`config.mk`:
```
export PLATFORM = sky130hd
export DESIGN_NAME = bulk_string_frame_parser_top
export DESIGN_NICKNAME = d
export VERILOG_FILES = /design/src/hdl/bsfp_pkg.sv /design/src/hdl/bsfp_step.sv /design/src/hdl/bulk_string_frame_parser_top.sv
export VERILOG_INCLUDE_DIRS = /design/src /design/src/hdl
export SDC_FILE = /design/constraint.sdc
export NUM_CORES = 1
export LEC_CHECK = 0
export BUFFER_PORTS_ARGS = -buffer_cell sky130_fd_sc_hd__buf_2
export CORE_UTILIZATION = 55
export DETAILED_ROUTE_END_ITERATION = 8
export GPL_TIMING_DRIVEN = 0
export PLACE_DENSITY_LB_ADDON = 0.12
export SYNTH_ARGS = -nofsm -noshare
export SYNTH_HDL_FRONTEND = slang
export SYNTH_HIERARCHICAL = 1
export SYNTH_SLANG_ARGS = --single-unit
```
`constraint.sdc`:
```
create_clock -name clock -period 6.4 [get_ports clock]
set_input_delay 0.96 -clock clock [delete_from_list [all_inputs] [get_ports clock]]
set_output_delay 0.96 -clock clock [all_outputs]
set_load 0.01 [all_outputs]
```
`src/hdl/bulk_string_frame_parser_top_assert.svh`:
```
// assertion macros for the bulk-string frame parser
// no dependencies; included inside module bodies that check their own logic
`ifndef BULK_STRING_FRAME_PARSER_TOP_ASSERT_SVH
`define BULK_STRING_FRAME_PARSER_TOP_ASSERT_SVH

// same-cycle implication, checked outside reset
`define BSFP_ASSERT_NOW(label, clk, rst, ante, cons, msg) \
   label: assert property (@(posedge clk) disable iff (rst) (ante) |-> (cons)) \
      else $error(msg);

// next-cycle implication, checked outside reset
`define BSFP_ASSERT_NEXT(label, clk, rst, ante, cons, msg) \
   label: assert property (@(posedge clk) disable iff (rst) (ante) |=> (cons)) \
      else $error(msg);

`endif

```
`src/hdl/bsfp_pkg.sv`:
```
// shared types and constants for the bulk-string frame parser
// no dependencies; imported by bsfp_step and bulk_string_frame_parser_top
package bsfp_pkg;

   // frame buffer capacity and derived counter width
   localparam int FRAME_BUFFER_BYTES = 64;
   localparam int CNT_W              = $clog2(FRAME_BUFFER_BYTES + 1);

   // fixed field widths
   localparam int BYTE_W  = 8;
   localparam int LIMIT_W = 7;
   localparam int LEN_W   = 32;

   localparam logic [LIMIT_W-1:0] COPY_LIMIT_RESET = LIMIT_W'(64);

   // protocol characters
   localparam logic [BYTE_W-1:0] CH_DOLLAR = 8'h24;
   localparam logic [BYTE_W-1:0] CH_MINUS  = 8'h2D;
   localparam logic [BYTE_W-1:0] CH_ONE    = 8'h31;
   localparam logic [BYTE_W-1:0] CH_ZERO   = 8'h30;
   localparam logic [BYTE_W-1:0] CH_CR     = 8'h0D;
   localparam logic [BYTE_W-1:0] CH_LF     = 8'h0A;

   typedef enum logic [2:0] {
      PH_EMPTY    = 3'd0,
      PH_LENGTH   = 3'd1,
      PH_AWAIT_LF = 3'd2,
      PH_BODY     = 3'd3,
      PH_COMPLETE = 3'd4,
      PH_FAILED   = 3'd5
   } bsfp_phase_type;

   // parser state carried between transactions
   typedef struct packed {
      bsfp_phase_type     phase;
      logic [CNT_W-1:0]   char_cnt;
      logic               first_minus;
      logic               second_one;
      logic [LEN_W-1:0]   accum;
      logic [CNT_W-1:0]   body_cnt;
      logic               null_flag;
   } bsfp_state_type;

   // one result transaction
   typedef struct packed {
      bsfp_phase_type     phase;
      logic [BYTE_W-1:0]  body_byte;
      logic               body_valid;
      logic [LEN_W-1:0]   body_length;
      logic               null_reply;
      logic               frame_done;
   } bsfp_result_type;

   localparam bsfp_state_type STATE_RESET = '{
      phase:       PH_EMPTY,
      char_cnt:    '0,
      first_minus: 1'b0,
      second_one:  1'b0,
      accum:       '0,
      body_cnt:    '0,
      null_flag:   1'b0
   };

endpackage

```
`src/hdl/bsfp_step.sv`:
```
// per-byte parser step: next state and result from current state and one byte
// depends on bsfp_pkg
module bsfp_step (
   input  bsfp_pkg::bsfp_state_type          state,
   input  logic [bsfp_pkg::BYTE_W-1:0]       token_byte,
   input  logic                              restart,
   input  logic [bsfp_pkg::LIMIT_W-1:0]      copy_limit,
   output bsfp_pkg::bsfp_state_type          state_next,
   output bsfp_pkg::bsfp_result_type         result
);
   import bsfp_pkg::*;

   bsfp_state_type    cur;
   bsfp_state_type    nxt;
   logic [LEN_W-1:0]  accum_x10;
   logic [LEN_W-1:0]  digit;
   logic [CNT_W-1:0]  char_inc;
   logic [CNT_W-1:0]  body_inc;
   logic [BYTE_W-1:0] out_byte;
   logic              out_valid;
   logic              done;

   // restart clears the state before this byte is parsed
   assign cur = restart ? STATE_RESET : state;

   // length digit folding, modulo 2^32
   assign accum_x10 = (cur.accum << 3) + (cur.accum << 1);
   assign digit     = LEN_W'(token_byte) - LEN_W'(CH_ZERO);
   assign char_inc  = cur.char_cnt + CNT_W'(1);
   assign body_inc  = cur.body_cnt + CNT_W'(1);

   // phase update
   always_comb begin
      nxt       = cur;
      out_byte  = '0;
      out_valid = 1'b0;
      done      = 1'b0;
      case (cur.phase)
         PH_EMPTY: begin
            if (token_byte == CH_DOLLAR) begin
               nxt.phase = PH_LENGTH;
            end else begin
               nxt.phase = PH_FAILED;
               done      = 1'b1;
            end
         end
         PH_LENGTH: begin
            if (token_byte != CH_CR) begin
               if (cur.char_cnt == CNT_W'(0)) begin
                  nxt.first_minus = (token_byte == CH_MINUS);
               end
               if (cur.char_cnt == CNT_W'(1)) begin
                  nxt.second_one = (token_byte == CH_ONE);
               end
               nxt.accum    = accum_x10 + digit;
               nxt.char_cnt = char_inc;
               if (char_inc >= CNT_W'(FRAME_BUFFER_BYTES)) begin
                  nxt.phase = PH_FAILED;
                  done      = 1'b1;
               end
            end else if (cur.char_cnt == CNT_W'(2) && cur.first_minus && cur.second_one) begin
               nxt.accum     = '0;
               nxt.null_flag = 1'b1;
               nxt.phase     = PH_COMPLETE;
               done          = 1'b1;
            end else if (cur.accum > LEN_W'(FRAME_BUFFER_BYTES)) begin
               nxt.phase = PH_FAILED;
               done      = 1'b1;
            end else begin
               nxt.phase = PH_AWAIT_LF;
            end
         end
         PH_AWAIT_LF: begin
            if (token_byte != CH_LF) begin
               nxt.phase = PH_FAILED;
               done      = 1'b1;
            end else if (cur.accum == '0) begin
               nxt.phase = PH_COMPLETE;
               done      = 1'b1;
            end else begin
               nxt.body_cnt = '0;
               nxt.phase    = PH_BODY;
            end
         end
         PH_BODY: begin
            if (LEN_W'(cur.body_cnt) < LEN_W'(copy_limit)) begin
               out_byte  = token_byte;
               out_valid = 1'b1;
            end
            nxt.body_cnt = body_inc;
            if (LEN_W'(body_inc) >= cur.accum) begin
               nxt.phase = PH_COMPLETE;
               done      = 1'b1;
            end
         end
         default: begin
            // terminal phases hold until restart
            nxt = cur;
         end
      endcase
   end

   // outputs
   assign state_next         = nxt;
   assign result.phase       = nxt.phase;
   assign result.body_byte   = out_byte;
   assign result.body_valid  = out_valid;
   assign result.body_length = nxt.accum;
   assign result.null_reply  = nxt.null_flag;
   assign result.frame_done  = done;

endmodule

```
`src/hdl/bulk_string_frame_parser_top.sv`:
```
// a result is registered and appears in the cycle after its byte is accepted
// one byte per cycle while req_ready; the parser step sits between state and result registers
// a waiting result does not block input when the consumer takes it in the same cycle
// reset (synchronous, active high) empties the parser, drops any pending result
// and sets copy_limit to 64; csr writes are taken in any cycle
module bulk_string_frame_parser_top (
   input  logic                              clock,
   input  logic                              reset,
   input  logic                              req_valid,
   output logic                              req_ready,
   input  logic [bsfp_pkg::BYTE_W-1:0]       req_token_byte,
   input  logic                              req_restart,
   output logic                              rsp_valid,
   input  logic                              rsp_ready,
   output logic [2:0]                        rsp_phase_code,
   output logic [bsfp_pkg::BYTE_W-1:0]       rsp_body_byte,
   output logic                              rsp_body_valid,
   output logic [bsfp_pkg::LEN_W-1:0]        rsp_body_length,
   output logic                              rsp_null_reply,
   output logic                              rsp_frame_done,
   input  logic                              csr_valid,
   output logic                              csr_ready,
   input  logic [bsfp_pkg::LIMIT_W-1:0]      csr_copy_limit
);
   import bsfp_pkg::*;
   `include "bulk_string_frame_parser_top_assert.svh"

   bsfp_state_type       state_ff;
   bsfp_state_type       state_in;
   bsfp_result_type      result_ff;
   bsfp_result_type      result_in;
   logic                 rsp_valid_ff;
   logic                 rsp_valid_in;
   logic [LIMIT_W-1:0]   copy_limit_ff;
   logic [LIMIT_W-1:0]   copy_limit_in;
   logic                 req_accept;

   // input handshake: take a byte whenever the result slot is empty or frees up this cycle
   assign req_ready  = !rsp_valid_ff || rsp_ready;
   assign req_accept = req_valid && req_ready;
   assign csr_ready  = 1'b1;

   // parser step
   bsfp_step u_step (
      .state      (state_ff),
      .token_byte (req_token_byte),
      .restart    (req_restart),
      .copy_limit (copy_limit_ff),
      .state_next (state_in),
      .result     (result_in)
   );

   // result slot valid
   always_comb begin
      rsp_valid_in = rsp_valid_ff;
      if (req_accept) begin
         rsp_valid_in = 1'b1;
      end else if (rsp_ready) begin
         rsp_valid_in = 1'b0;
      end
   end

   // copy limit register
   assign copy_limit_in = (csr_valid && csr_ready) ? csr_copy_limit : copy_limit_ff;

   // control registers
   always_ff @(posedge clock) begin
      if (reset) begin
         state_ff      <= STATE_RESET;
         rsp_valid_ff  <= 1'b0;
         copy_limit_ff <= COPY_LIMIT_RESET;
      end else begin
         if (req_accept) begin
            state_ff <= state_in;
         end
         rsp_valid_ff  <= rsp_valid_in;
         copy_limit_ff <= copy_limit_in;
      end
   end

   // result payload register
   always_ff @(posedge clock) begin
      if (req_accept) begin
         result_ff <= result_in;
      end
   end

   // result ports
   assign rsp_valid       = rsp_valid_ff;
   assign rsp_phase_code  = result_ff.phase;
   assign rsp_body_byte   = result_ff.body_byte;
   assign rsp_body_valid  = result_ff.body_valid;
   assign rsp_body_length = result_ff.body_length;
   assign rsp_null_reply  = result_ff.null_reply;
   assign rsp_frame_done  = result_ff.frame_done;

   // checks on parser and slot logic
   `BSFP_ASSERT_NOW(a_no_overwrite, clock, reset, req_accept, !rsp_valid_ff || rsp_ready, "accepted byte would overwrite a pending result")
   `BSFP_ASSERT_NOW(a_done_terminal, clock, reset, rsp_valid_ff && result_ff.frame_done, result_ff.phase == PH_COMPLETE || result_ff.phase == PH_FAILED, "frame_done outside a terminal phase")
   `BSFP_ASSERT_NOW(a_body_phase, clock, reset, rsp_valid_ff && result_ff.body_valid, result_ff.phase == PH_BODY || result_ff.phase == PH_COMPLETE, "body byte outside the body phase")
   `BSFP_ASSERT_NOW(a_null_complete, clock, reset, rsp_valid_ff && result_ff.null_reply, result_ff.phase == PH_COMPLETE && result_ff.body_length == '0, "null reply without an empty completed frame")
   `BSFP_ASSERT_NOW(a_body_len, clock, reset, state_ff.phase == PH_BODY, state_ff.accum != '0 && state_ff.accum <= LEN_W'(FRAME_BUFFER_BYTES), "body phase with an out-of-range length")
   `BSFP_ASSERT_NEXT(a_result_load, clock, reset, req_accept, rsp_valid_ff, "accepted byte gave no result")

endmodule
```
---- Word-level counts from Yosys, hierarchy flattened ----
Cells that the tools add are included.
storage, ports and cells
  latch bits .............................. 0
  input bits .............................. 21
  memory bits (writable) .................. 0
  memories ................................ 0
  ROM bits ................................ 0
  word-level logic and storage cells ...... 78
  output and inout port bits .............. 49
  bits in registers ....................... 106
cells by class
  magnitude comparators ................... 4
  multiply operators ...................... 0
  bitwise gates (word level) .............. 0
  eq/ne operators ......................... 10
  shifts and indexed selects .............. 0
  $add $sub $neg .......................... 5
  reduce and logical (&&, ||, !) cells .... 10
  muxes and demuxes ....................... 34
  div/mod/pow operators ................... 0
operators with widths
  cell                                                                   count
  32-bit adder                                                           2
  32-bit 2-to-1 mux                                                      2
  52-bit 2-to-1 mux                                                      1
  41-bit 2-to-1 mux                                                      1
  7-bit by 32-bit >= comparator with 1-bit output                        1
  32-bit by 7-bit > comparator with 1-bit output, second input constant  1
  32-bit zero test                                                       1
  8-bit by 6-bit equality test with 1-bit output, second input constant  3
  3-bit 2-to-1 mux                                                       8
  1-bit 2-to-1 mux                                                       16
  8-bit by 4-bit != test with 1-bit output, second input constant        2
  7-bit by 1-bit adder with 7-bit output, second input constant          2
  7-bit 2-to-1 mux                                                       2
  7-bit case mux with 2 select lines                                     1
  3-bit case mux with 4 select lines                                     1
  9-bit 2-to-1 mux                                                       1
  8-bit by 6-bit subtractor with 9-bit output, second input constant     1
  7-bit by 1-bit equality test with 1-bit output, second input constant  1
  7-bit by 2-bit equality test with 1-bit output, second input constant  1
  7-bit >= comparator, second input constant                             1
  7-bit zero test                                                        1
  7-bit less-than comparator                                             1
  3-bit by 2-bit equality test with 1-bit output, second input constant  2
  1-bit case mux with 4 select lines                                     1
  7 further kinds                                                        9

---- Depth between registers and ports, before layout ----
Gate-level depths: netlist (run 1).
  word-level depth ........................ 7
  mapped depth ............................ 20
  gate-level depth less buffers ........... 16

---- Hierarchy ----
The synthesis (run 1) kept the hierarchy.
by module, submodules not included
  module                        area each (um2)  cells an instance  instances  sequential area each (um2)
  bsfp_step                     4367.9           605                1          0.0
  bulk_string_frame_parser_top  4107.7           314                1          2582.5

---- Worst setup path before layout (run 1) ----
No wires, ideal clock.
  path kind ............................... input port to flip-flop
  start ................................... input req_token_byte[4] in the netlist's numbering
  end ..................................... register state_ff[37] in the netlist's numbering
  data arrival time ....................... 6.066 ns
  stages on the path ...................... 14
  path buffers ............................ 1
  data required time ...................... 6.259 ns
  slack ................................... 0.192 ns
  library setup time ...................... 0.141 ns
  cells stage by stage .................... ha_1 -> nor3_1 -> fa_1 -> ha_1 -> a21oi_1 -> o21ai_0 -> o41ai_2 -> o21ai_1 -> a31oi_1 -> mux2i_1 -> nand3_1 -> buf_4 -> nand3_1 -> a21oi_1
RTL lines
  item                  RTL line                            text
  from (decl)           bulk_string_frame_parser_top.sv:11  input logic [bsfp_pkg::BYTE_W-1:0] req_token_byte,
  to (signal assigned)  bulk_string_frame_parser_top.sv:74  state_ff <= state_in;
  to (decl)             bulk_string_frame_parser_top.sv:28  bsfp_state_type state_ff;

==> impl_metrics.tcl, run 1 <==
set metrics [dict create \
    finalWeightedCongestion 0.9093 \
    clockBufferDepth 2 \
    hold_path_class "reg2reg" \
    clk_pin_slew_worst_paths_ps 70 \
    drc 0 \
    avgSynthCellArea_sq_um 9.223 \
    synth_edf_count 46 \
    worst-slew-pin-transition_ps 746.0 \
    worstPathRequired_ps 6620 \
    endpoint "state_ff[37]" \
    cts_setup_buffers 0 \
    period_minus_slack_ps 5645 \
    die_area_sq_um 15910 \
    core_area_sq_um 15150 \
    ir_worst_vdd_mv 0.1581 \
    drive_gt1_frac 0.2074 \
    drt_pass1_iterations 5 \
    grt_pass1_vias 6527 \
    hpwl_microns 16290 \
    post_cts_resize_count 0 \
    cpPeakStageDelay_ps 570 \
    syn2layout_area_growth_pct 10.85 \
    slew_violations 0 \
    synth_ff_type "dfxtp_1" \
    fmax_mhz 177.2 \
    syn-num-nets 1020 \
    drv_cap 0 \
    cts_tree "done" \
    syn_inst 919 \
    worstPathMaxFanout 10 \
    grt_overflow 0 \
    powerDensity_nw_per_um2 166.3 \
    synth_cell_types 67 \
    placed_cell_area_sq_um 9085 \
    wirelength_microns 21540 \
    slowest_stage "o41ai_2" \
    pin_count 70 \
    endpoint_kind "flip-flop" \
    holdBufCountCts 0 \
    cpMostUsedCell "buf_2" \
    antenna_cells 0 \
    crit_chain "buf_2, buf_2, buf_2, clkbuf_1, clkbuf_1, nor2b_1, fa_1, ha_1, a21oi_1, o21ai_0, o41ai_2, o21ai_1, a31oi_1, mux2i_1, nand3_1, buf_4, nand3_1, a21oi_1" \
    fillers 1329 \
    nNetsFinal 1099 \
    portBuffers 65 \
    netlist_area_sq_um 8476 \
    yosysSeqAreaShare 0.3047 \
    antenna_found_initial 0 \
    fin_util 0.6203 \
    grt_max_degree 32 \
    leakage_nw 3.891 \
    arrival_ps 5860 \
    clk_latency_ps 360 \
    async_flop_share 0 \
    hold_violations 0 \
    die_w_microns 126.1 \
    r2r_cells 16 \
    crit_start "req_restart" \
    setup_ws_ps 755.5 \
    setup_violations 0 \
    cts_buffers 9 \
    root_buffer "clkbuf_16" \
    max_slew_margin 0.5027 \
    grt_first_pass_wirelength_microns 34940 \
    grtUsageTotal 0.2818 \
    vias 6987 \
    htree_num_levels 3 \
    die_height_microns 126.1 \
    fin_worst_skew_ps 9.837 \
    wl_per_cell_microns 18.09 \
    via_per_inst 5.866 \
    start_util 0.5596 \
    rsz0062_at_grt "no" \
    critical_path_class "in2reg" \
    ant_nets 0 \
    yosys_warnings 6 \
    startpoint_type "primary input" \
    multi_input_area_sq_um 5156 \
    drt-initial-drc-count 667 \
    fp-row-count 45 \
    place_inst 1175 \
    final_area_sq_um 9395 \
    status "finished clean" \
    p_total_mw 1.563 \
    r2r_slack_ps 2450 \
    instances_no_fill 1191 \
    ys_seq_elements 106 \
    reg2reg_to "state_ff[38]" \
    clock-sinks 106 \
    r2r-start "state_ff[10]" \
    period_share 0.8820 \
    dp_slack_ps 461.7 \
    seqCellArea_sq_um 2582 \
]
worst max-delay path: cells and delay by family:
kind,cells,cell delay (ps)
muxes,1,220
AOI/OAI and AO/OA,6,1540
and+or+nand+nor,3,420
buffers and inverters,6,1800
adders and majority gates,2,900
how the worst min path moves through the flow:
stage | end | slack [ps] | start | cells after the start
final | copy_limit_ff[2] | 500 | copy_limit_ff[2] | 2
after CTS | copy_limit_ff[2] | 500 | copy_limit_ff[2] | 2
after detailed placement | copy_limit_ff[2] | 480 | copy_limit_ff[2] | 2
after global routing | copy_limit_ff[4] | 560 | copy_limit_ff[4] | 2
after floorplan | copy_limit_ff[2] | 460 | copy_limit_ff[2] | 2
after global placement | copy_limit_ff[5] | 480 | copy_limit_ff[5] | 2
power breakdown:
part           total (mW)  leakage, nW  switching [mW]  internal [mW]
Combinational       0.241         2.79           0.152         0.0882
Sequential          0.737        0.947         0.00977          0.728
Clock               0.585        0.153           0.270          0.314
cells by family after synthesis:
kind of cell | count (synthesis) | share of synthesized area
XOR/XNOR | 39 | 0.04030
adder cells (fa/ha/maj) | 80 | 0.1438
AND/OR/NAND/NOR | 287 | 0.1797
other | 1 | 0.0004424
buffers and inverters | 127 | 0.08769
multiplexers | 8 | 0.009448
flip-flops | 106 | 0.3047
AO/OA/AOI/OAI | 271 | 0.2340
cell usage in the layout (no fill, tap or decap), types with 9 or more instances in the layout:
cell type	synthesis	final
fa_1	29	29
a31oi_1	9	9
buf_6	12	14
a21oi_1	61	61
buf_2	20	85
nand2_1	66	66
xor2_1	19	19
nand3_1	63	63
xnor2_1	20	20
buf_4	40	40
a21bo_1	52	52
nor4_1	11	11
o21ai_0	29	29
a21oi_2	36	36
a21o_1	15	15
clkbuf_16	0	11
nor2b_1	35	35
edfxtp_1	46	46
dfxtp_1	60	60
nor3_1	11	10
inv_1	30	30
clkbuf_1	23	24
nand2b_1	15	15
nor2_1	36	36
o21ai_1	19	19
and2_1	13	12
ha_1	51	51
Yosys cell counts (all sizes together), types with 13 or more instances:
master / n / area (sq um)
a21bo: 52 / 520.5
xor2: 19 / 166.4
a21oi: 98 / 636.9
xnor2: 20 / 175.2
nand2: 66 / 247.7
nand3: 63 / 315.3
edfxtp: 46 / 1381
inv: 31 / 116.4
nor2b: 35 / 219.0
nor2: 39 / 163.9
nand2b: 16 / 107.6
a21o: 15 / 112.6
buf: 72 / 535.5
o21ai: 48 / 240.2
and2: 13 / 81.33
clkbuf: 24 / 91.33
dfxtp: 60 / 1201
ha: 51 / 638.1
fa: 29 / 580.6
layer usage:
layer	routed length, microns	vias up	global-route usage
li1	-	3396	-
met1	10740	3328	0.4273
met2	9127	237	0.4189
met3	1336	26	0.03738
met4	339	0	0.07512
met5	0	-	0
stage by stage:
stage,hold slack (ps),TNS (ps)
floorplan,460.4,0
global placement,476.1,-35640
detailed placement,484.8,0
CTS,502.1,0
global route,556.1,0
finish,495.5,0
final cells by class:
class / count / share of cell area
tap: 188 / 0.02504
inverter: 31 / 0.01239
clock buffer: 12 / 0.02970
buffer: 96 / 0.06672
sequential: 106 / 0.2749
timing repair buffer: 68 / 0.03915
clock inverter: 4 / 0.003329
multi-input combinational: 686 / 0.5488
flip-flops by register name (all words and copies together), names as in the netlist:
signal           count
rsp_body_length     32
rsp_body_valid       1
rsp_frame_done       1
state_ff            52
rsp_null_reply       1
rsp_body_byte        8
rsp_valid            1
copy_limit_ff        7
rsp_phase_code       3
No activity file was read; power rests on OpenSTA's default activity.
==> run 2: changes to the inputs <==
CORE_MARGIN = 2   (was default)
CORE_UTILIZATION = 45   (was 55)
HOLD_SLACK_MARGIN = 0.08   (was default)
==> run 2 against run 1 <==
Sequential power about the same. Worst hold slack improved by 14 ps. Design area increased by 0.47%. Clock power decreased by 2%. Via count decreased by 1.0%. Combinational power about the same. Flip-flop and latch count unchanged. Register-to-register slack improved by 40 ps. Critical path depth unchanged. Clock skew about the same. Routed wire length increased by 5.3%. Die area increased by 25%. Critical endpoint unchanged. Highest routed layer unchanged.
==> impl_metrics.tcl, run 2 (synthesized netlist as in run 1, its figures left out) <==
set metrics [dict create \
    drive_gt1_frac 0.2064 \
    antenna_found_initial 0 \
    start_util 0.4562 \
    final_cell_mix "buf_2 (85), nand2_1 (66), nand3_1 (63)" \
    post_cts_resize_count 0 \
    die_height_microns 141.2 \
    status "finished clean" \
    arrival_ps 6010 \
    ir_worst_vdd_mv 0.1395 \
    worstPathMaxFanout 10 \
    drt_pass1_iterations 5 \
    root_buffer "clkbuf_16" \
    drt-initial-drc-count 626 \
    cts_setup_buffers 0 \
    seq_power_share 0.474 \
    clockBufferDepth 2 \
    hold_violations 0 \
    period_minus_slack_ps 5801 \
    critical_path_class "in2reg" \
    grt_max_degree 30 \
    powerDensity_nw_per_um2 165.0 \
    drc 0 \
    clk_pin_slew_worst_paths_ps 70 \
    vias 6917 \
    fin_worst_skew_ps 9.500 \
    grt_first_pass_wirelength_microns 36730 \
    core_area_sq_um 18580 \
    hpwl_microns 17330 \
    p_total_mw 1.557 \
    ant_nets 0 \
    max_slew_margin 0.4652 \
    nNetsFinal 1099 \
    fmax_mhz 172.4 \
    wl_per_cell_microns 18.34 \
    largest_register "state_ff" \
    mostFrequentLayoutCell "buf_2" \
    power.switching_mw 0.4280 \
    period_share 0.9063 \
    fin_util 0.5080 \
    htree_num_levels 3 \
    rsz0062_at_grt "no" \
    endpoint_kind "flip-flop" \
    leakage_nw 3.877 \
    holdBufCountCts 0 \
    netSwitchingFraction 0.2749 \
    worst-slew-pin-transition_ps 802.2 \
    whs_ps 509.3 \
    power_frac_comb 0.156 \
    clk_latency_ps 350 \
    clock-sinks 106 \
    die_area_sq_um 19950 \
    grt_pass1_vias 6662 \
    setup_violations 0 \
    pin_count 70 \
    die_w_microns 141.2 \
    wirelength_microns 22690 \
    startpoint_type "primary input" \
    via_per_inst 5.592 \
    portBuffers 65 \
    grt_overflow 0 \
    hold_path_class "reg2reg" \
    cts_tree "done" \
    antenna_cells 0 \
    cts_buffers 9 \
    drv_cap 0 \
    finalWeightedCongestion 0.9188 \
    power.internal_mw 1.129 \
    worstPathRequired_ps 6610 \
    syn2layout_area_growth_pct 11.37 \
    slew_violations 0 \
    fp-row-count 50 \
    largest_reg_flops 52 \
    pwr-share-clk 0.370 \
    grtUsageTotal 0.2337 \
]
==> run 2: cell count changes in the layout (fill, tap and decap cells not counted) <==
| cell | before | now |
|---|---|---|
| bufinv_16 | 0 | 1 |
| clkbuf_8 | 0 | 1 |
| clkbuf_16 | 11 | 9 |
| inv_6 | 1 | 0 |
| clkinvlp_4 | 0 | 2 |
| clkinv_4 | 2 | 0 |
| clkinv_1 | 0 | 1 |
==> run 2: area by class of cell <==
type | instances | area, sq um
Buffer | 96 | 626.9
Clock buffer | 11 | 242.7
Tap cell | 234 | 292.8
Clock inverter | 5 | 53.80
Sequential cell | 106 | 2582
Timing Repair Buffer | 68 | 367.9
Fill cell | 1787 | 9141
Inverter | 31 | 116.4
Multi-Input combinational cell | 686 | 5156
==> run 2: path summary, 6_finish.rpt <==
path	startpoint	endpoint	slack (ps)	depth (start not counted)
max	req_restart	state_ff[37]	600	18
min	copy_limit_ff[2]	copy_limit_ff[2]	510	2
max reg2reg	state_ff[17]	state_ff[37]	2490	13
min reg2reg	copy_limit_ff[2]	copy_limit_ff[2]	510	2
==> run 2: power groups by stage <==
stage          Sequential [mW]  Clock, mW  Combinational [mW]
4_1_cts                  0.738      0.595               0.242
5_1_grt                  0.740      0.616               0.267
3_5_place_dp             0.753          0               0.240
2_1_floorplan            0.761          0               0.154
6_report                 0.738      0.576               0.243
3_3_place_gp             0.754          0               0.236
==> run 2: critical path, cell delays in order <==
cell and delay (ps):
buf_2 110, buf_2 240, buf_2 300, clkbuf_1 530
clkbuf_1 580, nor2b_1 230, fa_1 520, ha_1 400
a21oi_1 170, o21ai_0 220, o41ai_2 580, o21ai_1 200
a31oi_1 290, mux2i_1 210, nand3_1 180, buf_4 180
nand3_1 50, a21oi_1 60
==> run 2: layer usage <==
| metal | up-vias | share of wire | GRT usage | routed length (microns) |
|---|---|---|---|---|
| met5 | - | 0 | 0 | 0 |
| met4 | 0 | 0.0091 | 0.05105 | 207 |
| met3 | 15 | 0.046 | 0.02989 | 1051 |
| met2 | 181 | 0.43 | 0.3498 | 9675 |
| met1 | 3309 | 0.52 | 0.3589 | 11750 |
| li1 | 3412 | - | - | - |
==> run 2: stage by stage <==
stage          instance area, sq um  instances  setup WS (ps)  setup TNS (ps)
2_1_floorplan                  8476        919          192.4               0
3_3_place_gp                   9094       1218          -1500          -43690
3_5_place_dp                   9143       1221          316.0               0
4_1_cts                        9439       1237          638.1               0
5_1_grt                        9439       1237          277.6               0
6_report                       9439       1237          599.4               0
